===== src/hw/rtl/lde_pkg.sv =====
// Shared constants and codes for the edit distance engine.
package lde_pkg;

    localparam int DEF_MAX_LEN     = 64;
    localparam int DEF_SYMBOL_BITS = 16;

    localparam int SYM_PORT_W  = 16;
    localparam int DIST_W      = 7;
    localparam int STAT_W      = 2;
    localparam int DIST_MAX    = 127;
    localparam int OUT_TDATA_W = 16;

    localparam logic [STAT_W-1:0] STAT_OK       = 2'd0;
    localparam logic [STAT_W-1:0] STAT_EMPTY    = 2'd1;
    localparam logic [STAT_W-1:0] STAT_OVERFLOW = 2'd2;

    localparam logic ACT_REF   = 1'b0;
    localparam logic ACT_QUERY = 1'b1;

endpackage


===== src/hw/rtl/lde_ref_mem.sv =====
// Reference symbol store: one write port, one registered read port.
module lde_ref_mem #(
    parameter int DEPTH = 64,
    parameter int AW    = 6,
    parameter int SW    = 16
) (
    input  logic          aclk,
    input  logic          we,
    input  logic [AW-1:0] waddr,
    input  logic [SW-1:0] wdata,
    input  logic          re,
    input  logic [AW-1:0] raddr,
    output logic [SW-1:0] rdata
);

    logic [SW-1:0] mem [DEPTH];
    logic [SW-1:0] rdata_reg;

    always_ff @(posedge aclk) begin
        if (we) begin
            mem[waddr] <= wdata;
        end
        if (re) begin
            rdata_reg <= mem[raddr];
        end
    end

    assign rdata = rdata_reg;

endmodule


===== src/hw/rtl/lde_row_mem.sv =====
// DP row cost store: one write port, one registered read port.
module lde_row_mem #(
    parameter int DEPTH = 65,
    parameter int LW    = 7
) (
    input  logic          aclk,
    input  logic          we,
    input  logic [LW-1:0] waddr,
    input  logic [LW-1:0] wdata,
    input  logic          re,
    input  logic [LW-1:0] raddr,
    output logic [LW-1:0] rdata
);

    logic [LW-1:0] mem [DEPTH];
    logic [LW-1:0] rdata_reg;

    always_ff @(posedge aclk) begin
        if (we) begin
            mem[waddr] <= wdata;
        end
        if (re) begin
            rdata_reg <= mem[raddr];
        end
    end

    assign rdata = rdata_reg;

endmodule


===== src/hw/rtl/lde_cell.sv =====
// One DP cell update: diagonal on match, else one plus the smallest neighbor.
module lde_cell #(
    parameter int CW = 7
) (
    input  logic          match,
    input  logic [CW-1:0] diag,
    input  logic [CW-1:0] above,
    input  logic [CW-1:0] left,
    output logic [CW-1:0] cost
);

    logic [CW-1:0] min_da;
    logic [CW-1:0] min_all;

    always_comb begin
        min_da  = (above < diag) ? above : diag;
        min_all = (left < min_da) ? left : min_da;
        cost    = match ? diag : min_all + CW'(1);
    end

endmodule


===== src/hw/rtl/levenshtein_distance_engine_top.sv =====
// Top level of the Levenshtein edit distance engine.
//
// Load reference symbols (tuser = 0), the last one marked by tlast, then stream
// query symbols (tuser = 1); the query symbol with tlast set returns one
// transaction with the distance and a status, and the engine clears itself for
// the next pair. A query symbol within MAX_LEN sweeps one DP row through the row
// cost memory, one column per cycle, as the memory has a single read port and a
// single write port. The query symbol marked last then loads its result into
// the output register, waiting only while an earlier result is still held there.
// A result waits in that register and does not block the input; only the next
// result waits for it to be taken. No clearing pass runs after reset: the first
// row of a pair is taken from the column index.
module levenshtein_distance_engine_top
    import lde_pkg::*;
#(
    parameter int MAX_LEN     = DEF_MAX_LEN,
    parameter int SYMBOL_BITS = DEF_SYMBOL_BITS
) (
    input  logic                   aclk,
    input  logic                   aresetn,
    input  logic                   s_tvalid,
    output logic                   s_tready,
    input  logic [SYM_PORT_W-1:0]  s_tdata,   // [15:0] symbol
    input  logic [0:0]             s_tuser,   // [0] action
    input  logic                   s_tlast,
    output logic                   m_tvalid,
    input  logic                   m_tready,
    output logic [OUT_TDATA_W-1:0] m_tdata    // [6:0] distance, [8:7] status
);

    localparam int LW = $clog2(MAX_LEN + 1);
    localparam int AW = (MAX_LEN > 1) ? $clog2(MAX_LEN) : 1;
    localparam int SW = (SYMBOL_BITS < SYM_PORT_W) ? SYMBOL_BITS : SYM_PORT_W;
    localparam int XW = (LW > DIST_W) ? LW : DIST_W;

    localparam logic [1:0] ST_IDLE = 2'd0;
    localparam logic [1:0] ST_ROW  = 2'd1;
    localparam logic [1:0] ST_DONE = 2'd2;

    logic [1:0]        state_reg, state_next;
    logic [LW-1:0]     ref_len_reg, ref_len_next;
    logic [LW-1:0]     q_count_reg, q_count_next;
    logic              ref_done_reg, ref_done_next;
    logic              ovf_reg, ovf_next;
    logic              m_tvalid_reg, m_tvalid_next;

    logic [SW-1:0]     sym_reg, sym_next;
    logic              last_reg, last_next;
    logic [LW-1:0]     diag_reg, diag_next;
    logic [LW-1:0]     left_reg, left_next;
    logic [LW-1:0]     col_reg, col_next;
    logic [DIST_W-1:0] dist_reg, dist_next;
    logic [STAT_W-1:0] stat_reg, stat_next;

    logic              ref_we, ref_re;
    logic [AW-1:0]     ref_waddr, ref_raddr;
    logic [SW-1:0]     ref_rdata;
    logic              row_we, row_re;
    logic [LW-1:0]     row_waddr, row_wdata, row_raddr, row_rdata;

    logic [LW-1:0]     above;
    logic [LW-1:0]     cost;
    logic [XW-1:0]     dist_ext;
    logic              s_accept;

    lde_ref_mem #(.DEPTH(MAX_LEN), .AW(AW), .SW(SW)) u_ref_mem (
        .aclk  (aclk),
        .we    (ref_we),
        .waddr (ref_waddr),
        .wdata (s_tdata[SW-1:0]),
        .re    (ref_re),
        .raddr (ref_raddr),
        .rdata (ref_rdata)
    );

    lde_row_mem #(.DEPTH(MAX_LEN + 1), .LW(LW)) u_row_mem (
        .aclk  (aclk),
        .we    (row_we),
        .waddr (row_waddr),
        .wdata (row_wdata),
        .re    (row_re),
        .raddr (row_raddr),
        .rdata (row_rdata)
    );

    // Before the first row of a pair, an entry holds its column index.
    assign above = (q_count_reg == '0) ? col_reg : row_rdata;

    lde_cell #(.CW(LW)) u_cell (
        .match (ref_rdata == sym_reg),
        .diag  (diag_reg),
        .above (above),
        .left  (left_reg),
        .cost  (cost)
    );

    assign s_accept = s_tvalid && (state_reg == ST_IDLE);
    assign dist_ext = XW'(left_reg);

    always_comb begin
        state_next    = state_reg;
        ref_len_next  = ref_len_reg;
        q_count_next  = q_count_reg;
        ref_done_next = ref_done_reg;
        ovf_next      = ovf_reg;
        m_tvalid_next = m_tvalid_reg && !m_tready;
        sym_next      = sym_reg;
        last_next     = last_reg;
        diag_next     = diag_reg;
        left_next     = left_reg;
        col_next      = col_reg;
        dist_next     = dist_reg;
        stat_next     = stat_reg;
        ref_we        = 1'b0;
        ref_waddr     = AW'(ref_len_reg);
        ref_re        = 1'b0;
        ref_raddr     = '0;
        row_we        = 1'b0;
        row_waddr     = '0;
        row_wdata     = '0;
        row_re        = 1'b0;
        row_raddr     = '0;

        case (state_reg)
            ST_IDLE: begin
                if (s_accept) begin
                    if (s_tuser[0] == ACT_REF) begin
                        if (!ref_done_reg) begin
                            if (ref_len_reg < LW'(MAX_LEN)) begin
                                ref_we       = 1'b1;
                                ref_len_next = ref_len_reg + LW'(1);
                            end else begin
                                ovf_next = 1'b1;
                            end
                            if (s_tlast) begin
                                ref_done_next = 1'b1;
                            end
                        end
                    end else begin
                        ref_done_next = 1'b1;
                        last_next     = s_tlast;
                        if (q_count_reg < LW'(MAX_LEN)) begin
                            // Column zero is written now; old value is the diagonal.
                            row_we    = 1'b1;
                            row_waddr = '0;
                            row_wdata = q_count_reg + LW'(1);
                            sym_next  = s_tdata[SW-1:0];
                            diag_next = q_count_reg;
                            left_next = q_count_reg + LW'(1);
                            if (ref_len_reg == '0) begin
                                q_count_next = q_count_reg + LW'(1);
                                state_next   = s_tlast ? ST_DONE : ST_IDLE;
                            end else begin
                                row_re     = 1'b1;
                                row_raddr  = LW'(1);
                                ref_re     = 1'b1;
                                ref_raddr  = '0;
                                col_next   = LW'(1);
                                state_next = ST_ROW;
                            end
                        end else begin
                            ovf_next = 1'b1;
                            if (s_tlast) begin
                                state_next = ST_DONE;
                            end
                        end
                    end
                end
            end
            ST_ROW: begin
                row_we    = 1'b1;
                row_waddr = col_reg;
                row_wdata = cost;
                left_next = cost;
                diag_next = above;
                if (col_reg == ref_len_reg) begin
                    q_count_next = q_count_reg + LW'(1);
                    state_next   = last_reg ? ST_DONE : ST_IDLE;
                end else begin
                    // Fetch the next column while this one is written back.
                    row_re    = 1'b1;
                    row_raddr = col_reg + LW'(1);
                    ref_re    = 1'b1;
                    ref_raddr = AW'(col_reg);
                    col_next  = col_reg + LW'(1);
                end
            end
            ST_DONE: begin
                if (!m_tvalid_reg || m_tready) begin
                    m_tvalid_next = 1'b1;
                    if (ref_len_reg == '0) begin
                        dist_next = '0;
                        stat_next = STAT_EMPTY;
                    end else begin
                        dist_next = (dist_ext > XW'(DIST_MAX)) ? DIST_W'(DIST_MAX)
                                                               : dist_ext[DIST_W-1:0];
                        stat_next = ovf_reg ? STAT_OVERFLOW : STAT_OK;
                    end
                    ref_len_next  = '0;
                    q_count_next  = '0;
                    ref_done_next = 1'b0;
                    ovf_next      = 1'b0;
                    state_next    = ST_IDLE;
                end
            end
            default: begin
                state_next = ST_IDLE;
            end
        endcase
    end

    always_ff @(posedge aclk) begin
        if (!aresetn) begin
            state_reg    <= ST_IDLE;
            ref_len_reg  <= '0;
            q_count_reg  <= '0;
            ref_done_reg <= 1'b0;
            ovf_reg      <= 1'b0;
            m_tvalid_reg <= 1'b0;
        end else begin
            state_reg    <= state_next;
            ref_len_reg  <= ref_len_next;
            q_count_reg  <= q_count_next;
            ref_done_reg <= ref_done_next;
            ovf_reg      <= ovf_next;
            m_tvalid_reg <= m_tvalid_next;
        end
    end

    always_ff @(posedge aclk) begin
        sym_reg  <= sym_next;
        last_reg <= last_next;
        diag_reg <= diag_next;
        left_reg <= left_next;
        col_reg  <= col_next;
        dist_reg <= dist_next;
        stat_reg <= stat_next;
    end

    assign s_tready = (state_reg == ST_IDLE);
    assign m_tvalid = m_tvalid_reg;
    assign m_tdata  = {{(OUT_TDATA_W - DIST_W - STAT_W){1'b0}}, stat_reg, dist_reg};

    a_result_from_done: assert property (@(posedge aclk) disable iff (!aresetn)
        $rose(m_tvalid_reg) |-> $past(state_reg == ST_DONE))
        else $error("result raised outside the done state");

    a_ref_len_bound: assert property (@(posedge aclk) disable iff (!aresetn)
        (ref_len_reg <= LW'(MAX_LEN)) && (q_count_reg <= LW'(MAX_LEN)))
        else $error("length counter beyond MAX_LEN");

    a_col_in_range: assert property (@(posedge aclk) disable iff (!aresetn)
        (state_reg == ST_ROW) |-> (col_reg != '0) && (col_reg <= ref_len_reg))
        else $error("row sweep column out of range");

    a_row_locks_ref: assert property (@(posedge aclk) disable iff (!aresetn)
        (state_reg == ST_ROW) |-> ref_done_reg && $stable(ref_len_reg))
        else $error("reference changed during a row sweep");

endmodule


===== config.mk =====
export PLATFORM = sky130hd
export DESIGN_NAME = levenshtein_distance_engine_top
export DESIGN_NICKNAME = d
export VERILOG_FILES = /design/src/hw/rtl/lde_pkg.sv /design/src/hw/rtl/lde_ref_mem.sv /design/src/hw/rtl/lde_row_mem.sv /design/src/hw/rtl/lde_cell.sv /design/src/hw/rtl/levenshtein_distance_engine_top.sv
export SDC_FILE = /design/constraint.sdc
export NUM_CORES = 2
export LEC_CHECK = 0
export ABC_AREA = 1
export BUFFER_PORTS_ARGS = -buffer_cell sky130_fd_sc_hd__buf_2
export CORE_UTILIZATION = 55
export DETAILED_ROUTE_END_ITERATION = 16
export GPL_TIMING_DRIVEN = 0
export PLACE_DENSITY_LB_ADDON = 0.1
export SKIP_CTS_REPAIR_TIMING = 1
export SYNTH_ARGS = -nofsm -noshare
export SYNTH_HDL_FRONTEND = slang
export SYNTH_SLANG_ARGS = --single-unit

===== constraint.sdc =====
create_clock -name aclk -period 7.5 [get_ports aclk]
set_input_delay 1.125 -clock aclk [delete_from_list [all_inputs] [get_ports aclk]]
set_output_delay 1.125 -clock aclk [all_outputs]
set_load 0.03 [all_outputs]

# Word level (Yosys, flattened, before mapping)
# Memory sizes are Yosys's and may differ from the RTL's. A register that Yosys moved wholly into a read port is not among the register bits.
# Cells that the tools add are included.
[word_totals]
in_bits = 22
word_cells = 152
ff_bits = 66
out_inout_bits = 18
ram_bits = 1479
mem_count = 2
[memory_table]
columns = ["name", "words", "width", "read_ports", "rd_ports_with_merged_regs", "wr", "line", "text"]
rows = [
  ["u_ref_mem.mem", 64, 16, 1, 1, 1, "lde_ref_mem.sv:16", "logic [SW-1:0] mem [DEPTH];"],
  ["u_row_mem.mem", 65, 7, 1, 1, 1, "lde_row_mem.sv:15", "logic [LW-1:0] mem [DEPTH];"],
]
[classes]
muxes = 88
n_reduce_logical = 21
n_eq_ne = 19
order_cmp = 5
add_sub_neg = 4
[op_table]
columns = ["operator", "n"]
rows = [
  ["two-way mux 7 bit", 31],
  ["case mux 7 bit (2 select lines)", 6],
  ["two-way mux 1 bit", 33],
  ["adder 7 x 1 -> 7 bit, second input constant", 4],
  ["case mux 7 bit (3 select lines)", 1],
  ["two-way mux 2 bit", 10],
  ["AND reduction 6 bit", 3],
  ["equality test 16 bit", 1],
  ["logical NOT 7 bit", 2],
  ["< comparator 7 bit", 2],
  ["< comparator 7 bit, second input constant", 2],
  ["two-way mux 6 bit", 2],
  ["inequality test 2 bit, second input constant", 6],
  ["inequality test 2 x 1 -> 1 bit, second input constant", 5],
  ["inequality test 3 bit, second input constant", 3],
  ["case mux 1 bit (2 select lines)", 4],
  ["AND reduction 4 bit", 2],
  ["equality test 7 bit", 1],
  ["greater-than comparator 7 bit, second input constant", 1],
  ["AND reduction 7 bit", 1],
  ["case mux 2 bit (3 select lines)", 1],
  ["AND reduction 3 bit", 2],
  ["AND reduction 5 bit", 1],
  ["nonzero test 2 bit", 2],
  ["other kinds (9)", 11],
]

# Logic depth before layout (Yosys ltp)
[depth]
depth_word = 9
depth_mapped = 38

# Cells and area by module
# From an unflattened synthesis, not the netlist that was laid out.
[hier_totals]
cells_unflattened = 5733
hier_area_um2 = 65616.7
[by_module_without_submodules]
columns = ["module", "cells_each", "area_each_um2", "n_inst"]
rows = [
  ["lde_ref_mem", 3534, 42300.6, 1],
  ["lde_row_mem", 1612, 18936.9, 1],
  ["levenshtein_distance_engine_top", 439, 3577.2, 1],
  ["lde_cell", 148, 802.0, 1],
]

# Worst setup path after synthesis
# No wires, ideal clock.
[synth_timing]
path_type = "reg-to-reg"
startpoint = "register q_count_reg[0]"
endpoint = "memory u_row_mem.mem[0][2] (data pin)"
period_less_slack_ns = 6.268
arrival_time_ns = 5.559
stages_incl_launch_ff = 31
required_ns = 6.791
setup_ns = 0.709
setup_slack_ns = 1.232
n_path_buf = 3
cell_sequence = "dfxtp_1 > inv_1 > ha_1 > inv_1 > nor2_1 > nand3_1 > clkbuf_1 > nand2_1 > o21ai_0 > inv_1 > ha_1 > a21oi_1 > nor2_1 > a211oi_1 > nand2_1 > clkbuf_1 > o21ai_0 > inv_1 > ha_1 > a21oi_1 > nor2_1 > a211oi_1 > nand2_1 > buf_4 > nand2_1 > nand2_1 > ha_1 > xnor2_1 > nand2_1 > nand3_1 > o21ai_0"
[synth_via]
elab_chain_len = 9
elab_cells_between_ends = 14
classes_between = "add/sub (2); order compare (3); mux (8); reduce/logical (1)"
[synth_rtl]
columns = ["item", "line", "text"]
rows = [
  ["from (decl)", "levenshtein_distance_engine_top.sv:42", "logic [LW-1:0] q_count_reg, q_count_next;"],
  ["from (signal assigned)", "levenshtein_distance_engine_top.sv:223", "q_count_reg <= q_count_next;"],
  ["logical NOT 7 bit", "levenshtein_distance_engine_top.sv:87", "assign above = (q_count_reg == '0) ? col_reg : row_rdata;"],
  ["two-way mux 7 bit", "levenshtein_distance_engine_top.sv:87", ""],
  ["< comparator 7 bit", "lde_cell.sv:16", "min_da = (above < diag) ? above : diag;"],
  ["two-way mux 7 bit", "lde_cell.sv:16", ""],
  ["< comparator 7 bit", "lde_cell.sv:17", "min_all = (left < min_da) ? left : min_da;"],
  ["two-way mux 7 bit", "lde_cell.sv:17", ""],
  ["adder 7 x 1 -> 7 bit", "lde_cell.sv:18", "cost = match ? diag : min_all + CW'(1);"],
  ["two-way mux 7 bit", "lde_cell.sv:18", ""],
  ["case mux 7 bit (2 select lines) (*)", "levenshtein_distance_engine_top.sv:124", "case (state_reg)"],
  ["net row_wdata[2]", "levenshtein_distance_engine_top.sv:59", "logic [LW-1:0] row_waddr, row_wdata, row_raddr, row_rdata;"],
  ["to (decl)", "lde_row_mem.sv:15", ""],
]
# Mark *: on every way through the listed nets, which the timed path passes. The rest lies on a longest branch.

# Worst setup path in the final report
[layout_timing]
startpoint = "register q_count_reg[0]"
endpoint = "memory u_row_mem.mem[156][2] (netlist: u_row_mem.mem[39][2]) (data pin)"
# Same word-level chain as after synthesis.

==> impl_results.md <==
- Largest cells by area after synthesis: edfxtp_1 73%, nand2_1 7.5%, nand3_1 3.3%
- Actual slew at the worst max-slew pin: 1.38 ns
- Clock Skew: 0.0378 ns
- Buffer levels on the longest clock path: 3
- Global router's overall resource usage: 0.331
- Seq cells post-synth: 1568
- Final Max Tran Viols: 0
- Routed wirelength normalized by instance count: 28.0 um
- Antenna violations before repair: 2
- Top Ports: 40
- Compound-Gate Fraction of Synth Area: 0.0947
- Row cnt: 124
- Clock period minus worst slack: 6.79 ns
- Upper clock frequency limit: 0.147 GHz
- Commonest non-fill, non-tap cell in the layout: edfxtp_1
- Sequential cell area fraction in the yosys report: 0.739
- MaxCap Viol Count: 0
- Number of endpoints failing setup at the final stage: 0
- Post-place instance area: 0.0667 sq mm
- Flip-flop count of the largest register, all copies and words added: 1024
- Adder and majority cell fraction of the synthesized area: 0.00375
- Port buffer count: 32
- Post-layout instance area: 0.0716 sq mm
- Final worst-path setup slack: 0.713 ns
- Setup slack of the worst register-to-register path: 0.71 ns
- TritonCTS clock tree: yes
- Cells after Synth: 5041
- Sum of net half-perimeters after detailed placement: 129 mm
- Delay of the slowest cell on the worst path: 0.56 ns
- Core Box Area: 0.114 sq mm
- Mux share of post-synthesis cell area: 0
- Syn avg cell area: 12.6 sq um
- Largest registers ranked by flip-flop count: u_ref_mem.mem (1024), u_row_mem.mem (455)
- Die area: 0.117 sq mm
- Vias per inst: 6.19
- Number of synthesized flops with an enable pin: 1549
- Synth top area share: 0.733
- Final wirelength: 194 mm
- Largest net degree at the start of global routing: 66
- Status: completed
- Number of detailed-routing iterations run before antenna repair: 6
- Top FF cell, synth: edfxtp_1
- Number of buffers created by CTS: 159
- Die Width: 342 um
- Clock sinks: 1568
- Residual overflow from global routing: 0
- Area fraction in and, or, nand and nor cells after synthesis: 0.130
- Number of nets in the final layout: 5332
- Relative max-transition margin: 0.0782
- Number of DRC violations after detailed-routing iteration 0: 5228
- GP Congestion: 1.03
- Worst IR Drop VDD: 228 uV
- Most frequent cells in the layout: 1549 x edfxtp_1, 1262 x nand2_1, 413 x nand3_1, 288 x a21oi_1, 256 x o22ai_1
- Global-route wire length before repair: 277 mm
- Power Dens Cells: 263 mW/mm^2
- Critical Setup Path Class: register to register
- Combinational family with the most area after synthesis: simple AND/OR/NAND/NOR gates
- Fraction of final layout cells sized beyond drive strength 1: 0.105
- Clk Latency, worst-skew pair: 0.78 ns
- Yosys warning total: 0
- Crit. End Element: register
- H-tree depth: 4
- Unrepaired setup endpoints after global routing: no
- Residual DRC count: 0
- Largest reg by FF count: u_ref_mem.mem
- Initial Util: 0.555
- Post-Synth XOR/XNOR Area: 0.00248
- Fill cell total of the finished layout: 8740
- Number of hold violations in the final report: 0
- Area of the mapped netlist: 0.0635 sq mm
- Number of distinct standard cells referenced by the synthesized netlist: 46
- Vias in the first global route: 41100
- Highest net fanout along the worst path: 25
- Worst min-delay path class: register to register
- Worst slack at placement: 0.385 ns
- Die Ht: 342 um
- Period Utilization, post-route: 0.905
- Dominant cell type by count on the critical path: nand2_1
- Async set or reset register ratio after synthesis: 0
- Critical Path Start Type: register
- Antenna-violating nets left: 0
- Area growth from synthesis to final layout: 12.9%
- Data arrival at the endpoint of the critical path: 7.27 ns
- Via count: 42900
- P_leak: 0.0232 uW
- Yosys top cell by area: edfxtp_1
- Clock input transition at the sequential cells of the worst setup and hold paths: 0.06 ns
- Antenna Cells: 0
- Root cell of the clock tree: clkbuf_16
- Critical path data required time: 7.98 ns
- Slowest stage cell on the critical path: o21ai_0
[worst max-delay path, delay by kind of cell, from the launching register on]
family                   cells  cell delay, ns
adder cells (fa/ha/maj)      4            1.03
AND/OR/NAND/NOR             11            1.27
AO/OA/AOI/OAI                6            2.02
XOR/XNOR                     1            0.17
flip-flops                   1            0.38
buffers and inverters        9            1.60
[path summary, 6_finish.rpt]
path	from	endpoint	depth (start not counted)
max	q_count_reg[0]	u_row_mem.mem[39][2]	31
min	ovf_reg	ovf_reg	2
max reg2reg	q_count_reg[0]	u_row_mem.mem[39][2]	31
min reg2reg	ovf_reg	ovf_reg	2
[metal layers]
| layer | part of all wire | track usage |
|---|---|---|
| met1 | 0.38 | 0.426 |
| met2 | 0.48 | 0.541 |
| met4 | 0.056 | 0.170 |
| met3 | 0.088 | 0.0559 |
| met5 | 0 | 0 |
[final cells by class]
type	instances	area, sq um	area share
sequential	1568	46900	0.655
multi-input combinational	3029	14900	0.208
timing repair buffer	83	1130	0.0157
clock buffer	196	4310	0.0602
buffer	333	1470	0.0206
inverter	117	443	0.00618
clock inverter	87	596	0.00831
tap	1512	1890	0.0264
[report_power, final]
part	switching, uW	internal (uW)
logic	1110	390
clock network	3290	4300
registers	29.3	9760
total	4430	14400
[synthesized netlist by cell type, types with 2 or more instances]
library cell,number
edfxtp_1,1549
nand2_1,1266
nand3_1,413
a21oi_1,288
o22ai_1,256
nor2_1,234
o21ai_0,197
clkbuf_1,157
buf_2,132
a311oi_1,128
inv_1,105
o211ai_1,83
or2_2,42
buf_1,29
dfxtp_1,19
ha_1,19
o21ai_1,16
buf_4,13
nor3_1,13
nand4_1,12
a211oi_1,9
xnor2_1,9
xor2_1,9
inv_2,7
nand3b_1,6
nor2_2,5
clkinv_1,3
nor2_4,2
nor4_1,2
o2111ai_1,2
[metrics by stage]
stage	hold slack [ns]	utilization	total power, uW	std cells	TNS, ns
2_1_floorplan	0.436	-	10800	5047	0
3_3_place_gp	0.449	0.573	11400	6591	-982.05
3_5_place_dp	0.466	0.583	11400	6641	0
4_1_cts	0.474	0.626	18900	6924	0
5_1_grt	0.501	0.627	19300	6925	0
6_report	0.468	0.627	18900	6925	0
[cell families (layout without fill, tap and decap cells)]
logic type | after synthesis | after routing
xor gates and xnor gates | 18 | 18
other | 1 | 7
and+or+nand+nor | 1998 | 1998
adders and majority gates | 19 | 19
AOI/OAI and AO/OA | 987 | 987
buffers and inverters | 450 | 816
DFF | 1568 | 1568
(Power assumes the default switching activity.)
